File: config.mk
export PLATFORM = sky130hd
export DESIGN_NAME = stream_id_slot_table_top_flat
export DESIGN_NICKNAME = d
export VERILOG_FILES = /design/src/hdl/sidst_pkg.sv /design/src/hdl/sidst_channels.sv /design/src/hdl/stream_id_slot_table_top.sv /design/src/flat_wrapper.sv
export VERILOG_INCLUDE_DIRS = /design/src /design/src/hdl
export SDC_FILE = /design/constraint.sdc
export NUM_CORES = 1
export LEC_CHECK = 0
export BUFFER_PORTS_ARGS = -buffer_cell sky130_fd_sc_hd__buf_4
export CAP_MARGIN = 15
export CORE_ASPECT_RATIO = 1.25
export CORE_MARGIN = 5
export CORE_UTILIZATION = 60
export CTS_CLUSTER_SIZE = 24
export DETAILED_ROUTE_END_ITERATION = 7
export PLACE_DENSITY = 0.78
export SYNTH_ARGS = -nofsm -noshare
export SYNTH_HDL_FRONTEND = slang
export SYNTH_SLANG_ARGS = --single-unit
File: constraint.sdc
create_clock -name i_clk -period 12.51 [get_ports i_clk]
set_input_delay 1.251 -clock i_clk [delete_from_list [all_inputs] [get_ports i_clk]]
set_output_delay 1.251 -clock i_clk [all_outputs]
set_load 0.05 [all_outputs]
File: src/hdl/stream_id_slot_table_top_defines.svh
// Assertion macros shared by the stream slot table RTL.
// Each macro samples on i_clk and is disabled while i_rst_n is low.
`ifndef STREAM_ID_SLOT_TABLE_TOP_DEFINES_SVH
`define STREAM_ID_SLOT_TABLE_TOP_DEFINES_SVH

// Same-cycle implication checked at every rising edge out of reset.
`define SIDST_ASSERT_NOW(label, ante, cons, msg) \
    label: assert property (@(posedge i_clk) disable iff (!i_rst_n) (ante) |-> (cons)) \
        else $error(msg);

// Next-cycle implication checked at every rising edge out of reset.
`define SIDST_ASSERT_NEXT(label, ante, cons, msg) \
    label: assert property (@(posedge i_clk) disable iff (!i_rst_n) (ante) |=> (cons)) \
        else $error(msg);

`endif

File: src/hdl/sidst_pkg.sv
// Shared constants for the stream slot table: table size, field widths
// and command codes. No dependencies.
package sidst_pkg;

    // Number of stream slots in the table.
    localparam int SLOT_COUNT = 16;

    // Field widths.
    localparam int ID_W    = 32;
    localparam int COUNT_W = $clog2(SLOT_COUNT + 1);
    localparam int IDX_W   = (SLOT_COUNT > 1) ? $clog2(SLOT_COUNT) : 1;

    // Command codes carried by an input beat.
    localparam logic CMD_ALLOC = 1'b0;
    localparam logic CMD_CLOSE = 1'b1;

endpackage

File: src/hdl/sidst_channels.sv
// Valid/ready channel interfaces for the stream slot table input and output.
// Depends on sidst_pkg for field widths.
interface sidst_in_if;
    logic                          valid;
    logic                          ready;
    logic                          command;
    logic [sidst_pkg::ID_W-1:0]    id_value;
    logic [sidst_pkg::ID_W-1:0]    random_word;

    modport source (output valid, output command, output id_value, output random_word,
                    input ready);
    modport sink   (input valid, input command, input id_value, input random_word,
                    output ready);
endinterface

interface sidst_out_if;
    logic                          valid;
    logic                          ready;
    logic [sidst_pkg::ID_W-1:0]    result_id;
    logic                          close_hit;
    logic [sidst_pkg::COUNT_W-1:0] active_count;

    modport source (output valid, output result_id, output close_hit, output active_count,
                    input ready);
    modport sink   (input valid, input result_id, input close_hit, input active_count,
                    output ready);
endinterface

File: src/hdl/stream_id_slot_table_top.sv
// Stream slot table: allocates and closes stream identifiers in a small table.
// Depends on sidst_pkg, sidst_channels.sv and stream_id_slot_table_top_defines.svh.
//
// Usage:
//   i_in carries one command beat: allocate (optionally with a requested
//   identifier, plus a random word) or close by identifier. o_out returns
//   exactly one beat per input beat: the assigned identifier, a close-hit
//   flag and the number of active slots after the command.
//   A single identifier comparator walks the slots one per cycle. A beat with
//   a nonzero identifier first scans for a matching active slot, and an
//   allocate that finds none, or that gives identifier zero, then scans for
//   the first free slot. A close of identifier zero skips both scans. The
//   result is loaded into the output register once it is free, and i_in.ready
//   returns in the same cycle, so the next beat is taken only after the
//   previous result has left the sequencer.
//   While the receiver stalls, the output register holds its result, the
//   next beat is accepted and scanned, and its result waits in the sequencer.
//   Reset (synchronous, active low) clears all active bits, the count and the
//   output valid; stored identifiers are only read while their slot is active.
`include "stream_id_slot_table_top_defines.svh"

module stream_id_slot_table_top (
    input  logic              i_clk,
    input  logic              i_rst_n,
    sidst_in_if.sink          i_in,
    sidst_out_if.source       o_out
);

    // Sequencer states.
    typedef enum logic [3:0] {
        ST_IDLE  = 4'b0001,
        ST_MATCH = 4'b0010,
        ST_FREE  = 4'b0100,
        ST_DONE  = 4'b1000
    } t_state;

    localparam logic [sidst_pkg::IDX_W-1:0] LAST_IDX = sidst_pkg::IDX_W'(sidst_pkg::SLOT_COUNT - 1);
    localparam logic [sidst_pkg::ID_W-1:0]  ID_ONE   = sidst_pkg::ID_W'(1);

    t_state                            r_state, n_state;
    logic [sidst_pkg::IDX_W-1:0]       r_idx, n_idx;
    logic                              r_cmd, n_cmd;
    logic [sidst_pkg::ID_W-1:0]        r_id, n_id;
    logic [sidst_pkg::ID_W-1:0]        r_rnd, n_rnd;
    logic [sidst_pkg::SLOT_COUNT-1:0]  r_active, n_active;
    logic [sidst_pkg::COUNT_W-1:0]     r_count, n_count;
    logic [sidst_pkg::ID_W-1:0]        r_res_id, n_res_id;
    logic                              r_res_hit, n_res_hit;
    logic                              r_out_valid, n_out_valid;
    logic [sidst_pkg::ID_W-1:0]        r_out_id, n_out_id;
    logic                              r_out_hit, n_out_hit;
    logic [sidst_pkg::COUNT_W-1:0]     r_out_count, n_out_count;

    // Identifier storage, written only when a slot becomes active.
    logic [sidst_pkg::ID_W-1:0]        r_slot_id [sidst_pkg::SLOT_COUNT];
    logic                              id_we;

    logic                              slot_hit;
    logic [sidst_pkg::ID_W-1:0]        new_id;
    logic                              out_free;

    // The shared comparator looks at the slot under the scan index.
    assign slot_hit = r_active[r_idx] && (r_slot_id[r_idx] == r_id);

    // Identifier an allocate stores: requested one, else random with zero mapped to one.
    assign new_id = (r_id != '0) ? r_id : ((r_rnd != '0) ? r_rnd : ID_ONE);

    assign out_free = !r_out_valid || o_out.ready;

    assign i_in.ready         = (r_state == ST_IDLE);
    assign o_out.valid        = r_out_valid;
    assign o_out.result_id    = r_out_id;
    assign o_out.close_hit    = r_out_hit;
    assign o_out.active_count = r_out_count;

    // Sequencer and scan control.
    always_comb begin
        n_state     = r_state;
        n_idx       = r_idx;
        n_cmd       = r_cmd;
        n_id        = r_id;
        n_rnd       = r_rnd;
        n_active    = r_active;
        n_count     = r_count;
        n_res_id    = r_res_id;
        n_res_hit   = r_res_hit;
        n_out_valid = r_out_valid && !o_out.ready;
        n_out_id    = r_out_id;
        n_out_hit   = r_out_hit;
        n_out_count = r_out_count;
        id_we       = 1'b0;

        case (r_state)
            ST_IDLE: begin
                if (i_in.valid) begin
                    n_cmd     = i_in.command;
                    n_id      = i_in.id_value;
                    n_rnd     = i_in.random_word;
                    n_idx     = '0;
                    n_res_id  = '0;
                    n_res_hit = 1'b0;
                    if (i_in.id_value != '0) begin
                        n_state = ST_MATCH;
                    end else if (i_in.command == sidst_pkg::CMD_CLOSE) begin
                        n_state = ST_DONE;
                    end else begin
                        n_state = ST_FREE;
                    end
                end
            end
            ST_MATCH: begin
                if (slot_hit) begin
                    if (r_cmd == sidst_pkg::CMD_CLOSE) begin
                        n_active[r_idx] = 1'b0;
                        n_count         = (r_count != '0) ? r_count - 1'b1 : r_count;
                        n_res_hit       = 1'b1;
                    end else begin
                        n_res_id = r_id;
                    end
                    n_state = ST_DONE;
                end else if (r_idx == LAST_IDX) begin
                    n_idx   = '0;
                    n_state = (r_cmd == sidst_pkg::CMD_CLOSE) ? ST_DONE : ST_FREE;
                end else begin
                    n_idx = r_idx + 1'b1;
                end
            end
            ST_FREE: begin
                if (!r_active[r_idx]) begin
                    n_active[r_idx] = 1'b1;
                    id_we           = 1'b1;
                    n_count         = r_count + 1'b1;
                    n_res_id        = new_id;
                    n_state         = ST_DONE;
                end else if (r_idx == LAST_IDX) begin
                    n_state = ST_DONE;
                end else begin
                    n_idx = r_idx + 1'b1;
                end
            end
            ST_DONE: begin
                // Hand the result to the output register once it is free.
                if (out_free) begin
                    n_out_valid = 1'b1;
                    n_out_id    = r_res_id;
                    n_out_hit   = r_res_hit;
                    n_out_count = r_count;
                    n_state     = ST_IDLE;
                end
            end
            default: begin
                n_state = ST_IDLE;
            end
        endcase
    end

    // Control registers.
    always_ff @(posedge i_clk) begin
        if (!i_rst_n) begin
            r_state     <= ST_IDLE;
            r_active    <= '0;
            r_count     <= '0;
            r_out_valid <= 1'b0;
            r_idx       <= '0;
        end else begin
            r_state     <= n_state;
            r_active    <= n_active;
            r_count     <= n_count;
            r_out_valid <= n_out_valid;
            r_idx       <= n_idx;
        end
    end

    // Payload registers.
    always_ff @(posedge i_clk) begin
        r_cmd       <= n_cmd;
        r_id        <= n_id;
        r_rnd       <= n_rnd;
        r_res_id    <= n_res_id;
        r_res_hit   <= n_res_hit;
        r_out_id    <= n_out_id;
        r_out_hit   <= n_out_hit;
        r_out_count <= n_out_count;
    end

    // Identifier store write port.
    always_ff @(posedge i_clk) begin
        if (id_we) begin
            r_slot_id[r_idx] <= new_id;
        end
    end

    // The count always tracks the number of active slots.
    `SIDST_ASSERT_NOW(a_count_matches, 1'b1, r_count == sidst_pkg::COUNT_W'($countones(r_active)), "active count differs from active slots")
    // A close that hits never reports an identifier.
    `SIDST_ASSERT_NOW(a_close_no_id, o_out.valid && o_out.close_hit, o_out.result_id == '0, "close result carries an identifier")
    // An accepted beat starts the sequencer.
    `SIDST_ASSERT_NEXT(a_accept_busy, i_in.valid && i_in.ready, r_state != ST_IDLE, "sequencer idle after accepting a beat")
    // Only allocates scan for a free slot.
    `SIDST_ASSERT_NOW(a_free_alloc, r_state == ST_FREE, r_cmd == sidst_pkg::CMD_ALLOC, "free scan on a close command")

endmodule
File: src/flat_wrapper.sv
// flat-port wrapper written by rule: the top's interface ports become plain ports
module stream_id_slot_table_top_flat 
  (i_clk, i_rst_n, i_in_valid, i_in_command, i_in_id_value, i_in_random_word, i_in_ready, o_out_valid, o_out_result_id, o_out_close_hit, o_out_active_count, o_out_ready);
  sidst_in_if i_in_i ();
  sidst_out_if o_out_i ();
  input  logic i_clk;
  input  logic i_rst_n;
  input wire logic [$bits(i_in_i.valid)-1:0] i_in_valid;
  input wire logic [$bits(i_in_i.command)-1:0] i_in_command;
  input wire logic [$bits(i_in_i.id_value)-1:0] i_in_id_value;
  input wire logic [$bits(i_in_i.random_word)-1:0] i_in_random_word;
  output wire logic [$bits(i_in_i.ready)-1:0] i_in_ready;
  output wire logic [$bits(o_out_i.valid)-1:0] o_out_valid;
  output wire logic [$bits(o_out_i.result_id)-1:0] o_out_result_id;
  output wire logic [$bits(o_out_i.close_hit)-1:0] o_out_close_hit;
  output wire logic [$bits(o_out_i.active_count)-1:0] o_out_active_count;
  input wire logic [$bits(o_out_i.ready)-1:0] o_out_ready;
  assign i_in_i.valid = i_in_valid;
  assign i_in_i.command = i_in_command;
  assign i_in_i.id_value = i_in_id_value;
  assign i_in_i.random_word = i_in_random_word;
  assign i_in_ready = i_in_i.ready;
  assign o_out_valid = o_out_i.valid;
  assign o_out_result_id = o_out_i.result_id;
  assign o_out_close_hit = o_out_i.close_hit;
  assign o_out_active_count = o_out_i.active_count;
  assign o_out_i.ready = o_out_ready;
  stream_id_slot_table_top u_core (.i_clk(i_clk), .i_rst_n(i_rst_n), .i_in(i_in_i), .o_out(o_out_i));
endmodule
After elaboration in Yosys (flattened, before gate mapping)
Memory sizes are Yosys's and may differ from the RTL's. A register that Yosys moved wholly into a read port is not among the register bits.
Index checks and enable logic that the tools add are counted.
{ "word_totals": {"ff_bits": 166, "mem_bits_rw": 512, "input_bits": 69, "out_inout_bits": 40, "wordCells": 109, "n_memories": 1} }
{ "op_classes": {"add_sub_neg": 3, "order_cmp": 2, "eq_ne": 18, "n_mux": 48, "n_bitwise": 3, "n_reduce_logical": 21} }
{ "memory_table": {"columns": ["name", "depth", "width", "read_ports", "rd_clocked_by_memory_dff", "wr", "line", "text"], "rows": [
  ["u_core.r_slot_id", 16, 32, 1, 1, 1, "stream_id_slot_table_top.sv:55", "logic [sidst_pkg::ID_W-1:0] r_slot_id [sidst_pkg::SLOT_COUNT];"]
]} }
{ "op_table": {"columns": ["op", "count"], "rows": [
  ["$mux W32", 6],
  ["$pmux W32 S3", 1],
  ["$reduce_bool A32 Y1", 3],
  ["$mux W4", 16],
  ["$mux W16", 3],
  ["$eq A32 B32 Y1", 1],
  ["$pmux W16 S2", 1],
  ["$mux W5", 4],
  ["$and A16 B16 Y16", 1],
  ["$not A16 Y16", 1],
  ["$or A16 B16 Y16", 1],
  ["$pmux W4 S4", 1],
  ["$reduce_and A5 Y1", 3],
  ["$pmux W4 S3", 1],
  ["$reduce_and A4 Y1", 3],
  ["$mux W1", 11],
  ["$ne A2 B1 Y1 const B", 5],
  ["$ne A2 B2 Y1 const B", 5],
  ["$pmux W5 S2", 1],
  ["$eq A4 B4 Y1 const B", 2],
  ["$add A5 B1 Y5 const B", 1],
  ["$lt A4 B5 Y1 const B", 1],
  ["$reduce_bool A5 Y1", 1],
  ["$sub A5 B1 Y5 const B", 1],
  ["other kinds (16)", 21]
]} }

Logic depth before layout (Yosys ltp)
{ "depth": {"ltp_word": 9, "depth_mapped": 14, "depth_no_buf": 9} }

Worst setup path before layout
No wires, ideal clock.
{ "synth_timing": {"path_type": "register -> register", "startpoint": "reg u_core.r_idx[0] (netlist bit)", "endpoint": "reg with a tool-made name", "arrival_time_ps": 5830, "t_required_ps": 12438, "slack_ps": 6608, "stages_incl_launch_ff": 8, "n_path_buf": 1, "path_cell_list": "dfxtp_1 > clkbuf_1 > mux4_2 > a22o_1 > a221oi_1 > nand2_1 > nor4_1 > o221a_2"} }
{ "synth_lines": {"columns": ["element", "line", "text"], "rows": [
  ["start: declaration", "stream_id_slot_table_top.sv:41", "logic [sidst_pkg::IDX_W-1:0] r_idx, n_idx;"],
  ["start signal: assignment", "stream_id_slot_table_top.sv:170", "r_idx <= n_idx;"]
]} }

==> run_results.csv <==
group,metric,value,unit
finish,syn_to_final_growth,12.60,%
clock_tree,ctsResizeCount,0,
timing,fin_skew,0.02450,ns
placement,dp.final_hpwl,39.20,mm
floorplanning,die_h,249,um
synth,synth_edf_count,648,
drt,vias_per_cell,6.789,
global_route,grt_max_degree,67,
synth,syn_area,27420,sq um
clock_tree,clockBufferDepth,3,
worst_setup_path,rrSetupSlack,6.23,ns
worst_setup_path,r2r_cells,10,
floorplanning,die_x,201.2,um
floorplanning,ios,109,
drt,drc,0,
worst_setup_path,crit_required,12.74,ns
worst_setup_path,cp.arrival,6.51,ns
hold_path,hold_depth,0,
synth,synth.most_common_cell,"edfxtp_1",
clock_tree,cts_tree,"built",
drt,drt-initial-drc-count,2114,
run_status,outcome,"finished, final reports clean",
timing,fin_crit,6.285,ns
hold_path,hp-class,"reg -> reg",
floorplanning,fp-row-count,87,
pwr,leakage,9.906,nW
clock_tree,insertion_delay,0.62,ns
synth,yosysTopAreaCell,"edfxtp_1",
floorplanning,core_region_area,45170,sq um
timing,slew-limit-headroom,24.30,%
timing,drv_slew,0,
placement,dp.cells,2131,
worst_setup_path,setup.worst_path.start_class,"flip-flop",
synth,synthCells,1494,
finish,nets,1691,
synth,synth_top_area_share,70.97,%
global_route,grt_pass1_vias,15227,
worst_setup_path,critPathKind,"reg -> reg",
synth,synth-seq-area-share,73.45,%
timing,rsz0062_at_grt,"no",
placement,io_buffers,108,
timing,worst_pin_slew,1.120,ns
clock_tree,clock-root-buffer,"clkbuf_16",
synth,syn_area_per_cell,18.35,sq um
synth,ys_warn_count,0,
timing,fmax,159.1,MHz
clock_tree,hold_buffers,0,
drt,finalWirelength,67.35,mm
job,cap_violations,0,
global_route,grt_pass1_wl,99.04,mm
worst_setup_path,path_max_fanout,53,
worst_setup_path,crit_end,"u_core.r_res_id[6]",
pwr,ir_drop,0.09662,mV
pwr,total_power,4.831,mW
finish,instances_no_fill,2241,
clock_tree,clock-sinks,682,
floorplanning,start_util,60.69,%
clock_tree,post_cts_buffers,0,
clock_tree,clkTransAtPathRegs,0.07,ns
global_route,grt-ovfl-total,0,
drt,avgRoutedWirePerCell,30.05,um
clock_tree,h-tree-depth,2,
timing,setup_viol,0,
synth,netlist-cell-type-count,72,
synth,synth_nets,1571,
synth,ys_seq_elements,682,
timing,setup_tns,0,ns
timing,finalHoldViolCount,0,
global_route,gr-usage-all-layers,26.57,%
worst_setup_path,critPathCaptureType,"flip-flop",
drt,ant_nets,0,
drt,vias,15215,
synth,yosys-top-cells-count,"648 x edfxtp_1, 108 x mux2i_1, 87 x mux4_2",
synth,synthArstFlopShare,0,%
synth,synth_flop_cell,"edfxtp_1",
finish,antenna_cells,0,
global_route,antenna_found_initial,1,
finish,drive_above_1_share,22.31,%
placement,finalWeightedCongestion,0.9306,
clock_tree,cts_buffers,59,
floorplanning,dieArea,50100,sq um
timing,fin_crit_sh,50.24,%
pwr,p_per_area,156.5,nW/um^2
worst_setup_path,timing.rr.end,"u_core.r_res_id[6]",
synth,synth_area_leaders,"edfxtp_1 71%, mux4_2 7.1%, mux2i_1 3.9%, dfxtp_1 2.5%, mux4_1 0.96%",
drt,dr.pass1.iters,6,
==> sequential cells by signal (all words and copies together) (netlist names), named ones only <==
signal and count:
u_core.r_state 4, u_core.r_slot_id 512, u_core.r_id 32, u_core.o_out.result_id 32, u_core.r_rnd 32, u_core.o_out.close_hit 1, u_core.o_out.valid 1, u_core.r_res_hit 1
u_core.r_idx 4, u_core.r_count 5, u_core.r_res_id 32, u_core.r_cmd 1, u_core.o_out.active_count 5
==> worst max-delay path, stage by stage (launching register included) <==
cell     delay [ns]
dfxtp_4        0.69
buf_4          0.63
buf_4          0.75
mux4_2         0.61
mux4_2         0.50
xnor2_1        0.22
nand2_1        0.08
or4b_1         0.52
or4_4          0.62
o21ai_0        0.19
o211a_1        0.95
==> routing by layer <==
layer	global-route usage (%)	share of wire, %	vias to the layer above
met5	0	0	-
met3	4.440	10	178
met4	11.25	4.6	0
met2	42.61	48	1012
li1	-	-	6350
met1	36.86	37	7675
==> cells in the final DEF, fill, tap and decap left out, drive strengths merged, types with 7 or more instances in the layout <==
master and instances:
nand3 34, clkinv 30, and2 11, bufinv 10, mux2i 108, a22o 29
mux4 97, clkbuf 67, nor3 17, dfxtp 34, a22oi 20, o21ai 17
a21oi 17, edfxtp 648, and3 16, nor2b 13, a21o 32, mux2 11
nor2 33, nand2b 13, nand4 23, inv 16, o221a 10, nand2 46
xnor2 23, xor2 14, ha 7, buf 139, nor4 30
==> power by group <==
part | internal (mW) | leakage (nW) | switching, mW
clock network | 1.09 | 0.997 | 0.806
logic | 0.0737 | 2.74 | 0.178
registers | 2.62 | 6.17 | 0.0607
==> worst min path at each step <==
| stage | from | end | slack [ns] |
|---|---|---|---|
| after floorplan | u_core.r_res_hit | u_core.o_out.close_hit | 0.40 |
| after global placement | u_core.r_res_id[6] | u_core.o_out.result_id[6] | 0.41 |
| after detailed placement | u_core.r_res_id[17] | u_core.o_out.result_id[17] | 0.40 |
| after CTS | u_core.r_res_id[6] | u_core.o_out.result_id[6] | 0.41 |
| after global routing | u_core.r_res_id[6] | u_core.o_out.result_id[6] | 0.43 |
| final | u_core.r_res_id[6] | u_core.o_out.result_id[6] | 0.41 |
==> stage by stage <==
step	cell area, sq um	setup WS [ns]	util, %	hold slack (ns)
2_1_floorplan	27420	6.608	-	0.4003
3_3_place_gp	28850	6.366	63.86	0.4067
3_5_place_dp	28850	6.319	63.86	0.4045
4_1_cts	30870	6.276	68.34	0.4142
5_1_grt	30870	5.926	68.34	0.4254
6_report	30870	6.225	68.34	0.4085
==> logic make-up (layout without fill, tap and decap cells) <==
kind of cell | after synthesis | count (layout) | synth area share [%]
flip-flops | 682 | 682 | 73.45
multiplexers | 216 | 216 | 12.50
XOR/XNOR | 37 | 37 | 1.237
buffers and inverters | 95 | 264 | 1.771
AND/OR/NAND/NOR | 273 | 273 | 5.545
AO/OA/AOI/OAI | 183 | 183 | 5.102
adder cells (fa/ha/maj) | 8 | 8 | 0.3924
==> cell type report <==
| cell class | instances | area (sq um) |
|---|---|---|
| flip-flops and latches | 682 | 20150 |
| repair buffers | 139 | 1044 |
| multi-input cells | 717 | 6870 |
| fillers | 2733 | 14300 |
| inverters | 15 | 56.30 |
| clock inverters | 43 | 498.0 |
| clock buffers | 67 | 1528 |
| well taps | 578 | 723.2 |
Note: power is estimated with default switching activity, not from simulation.
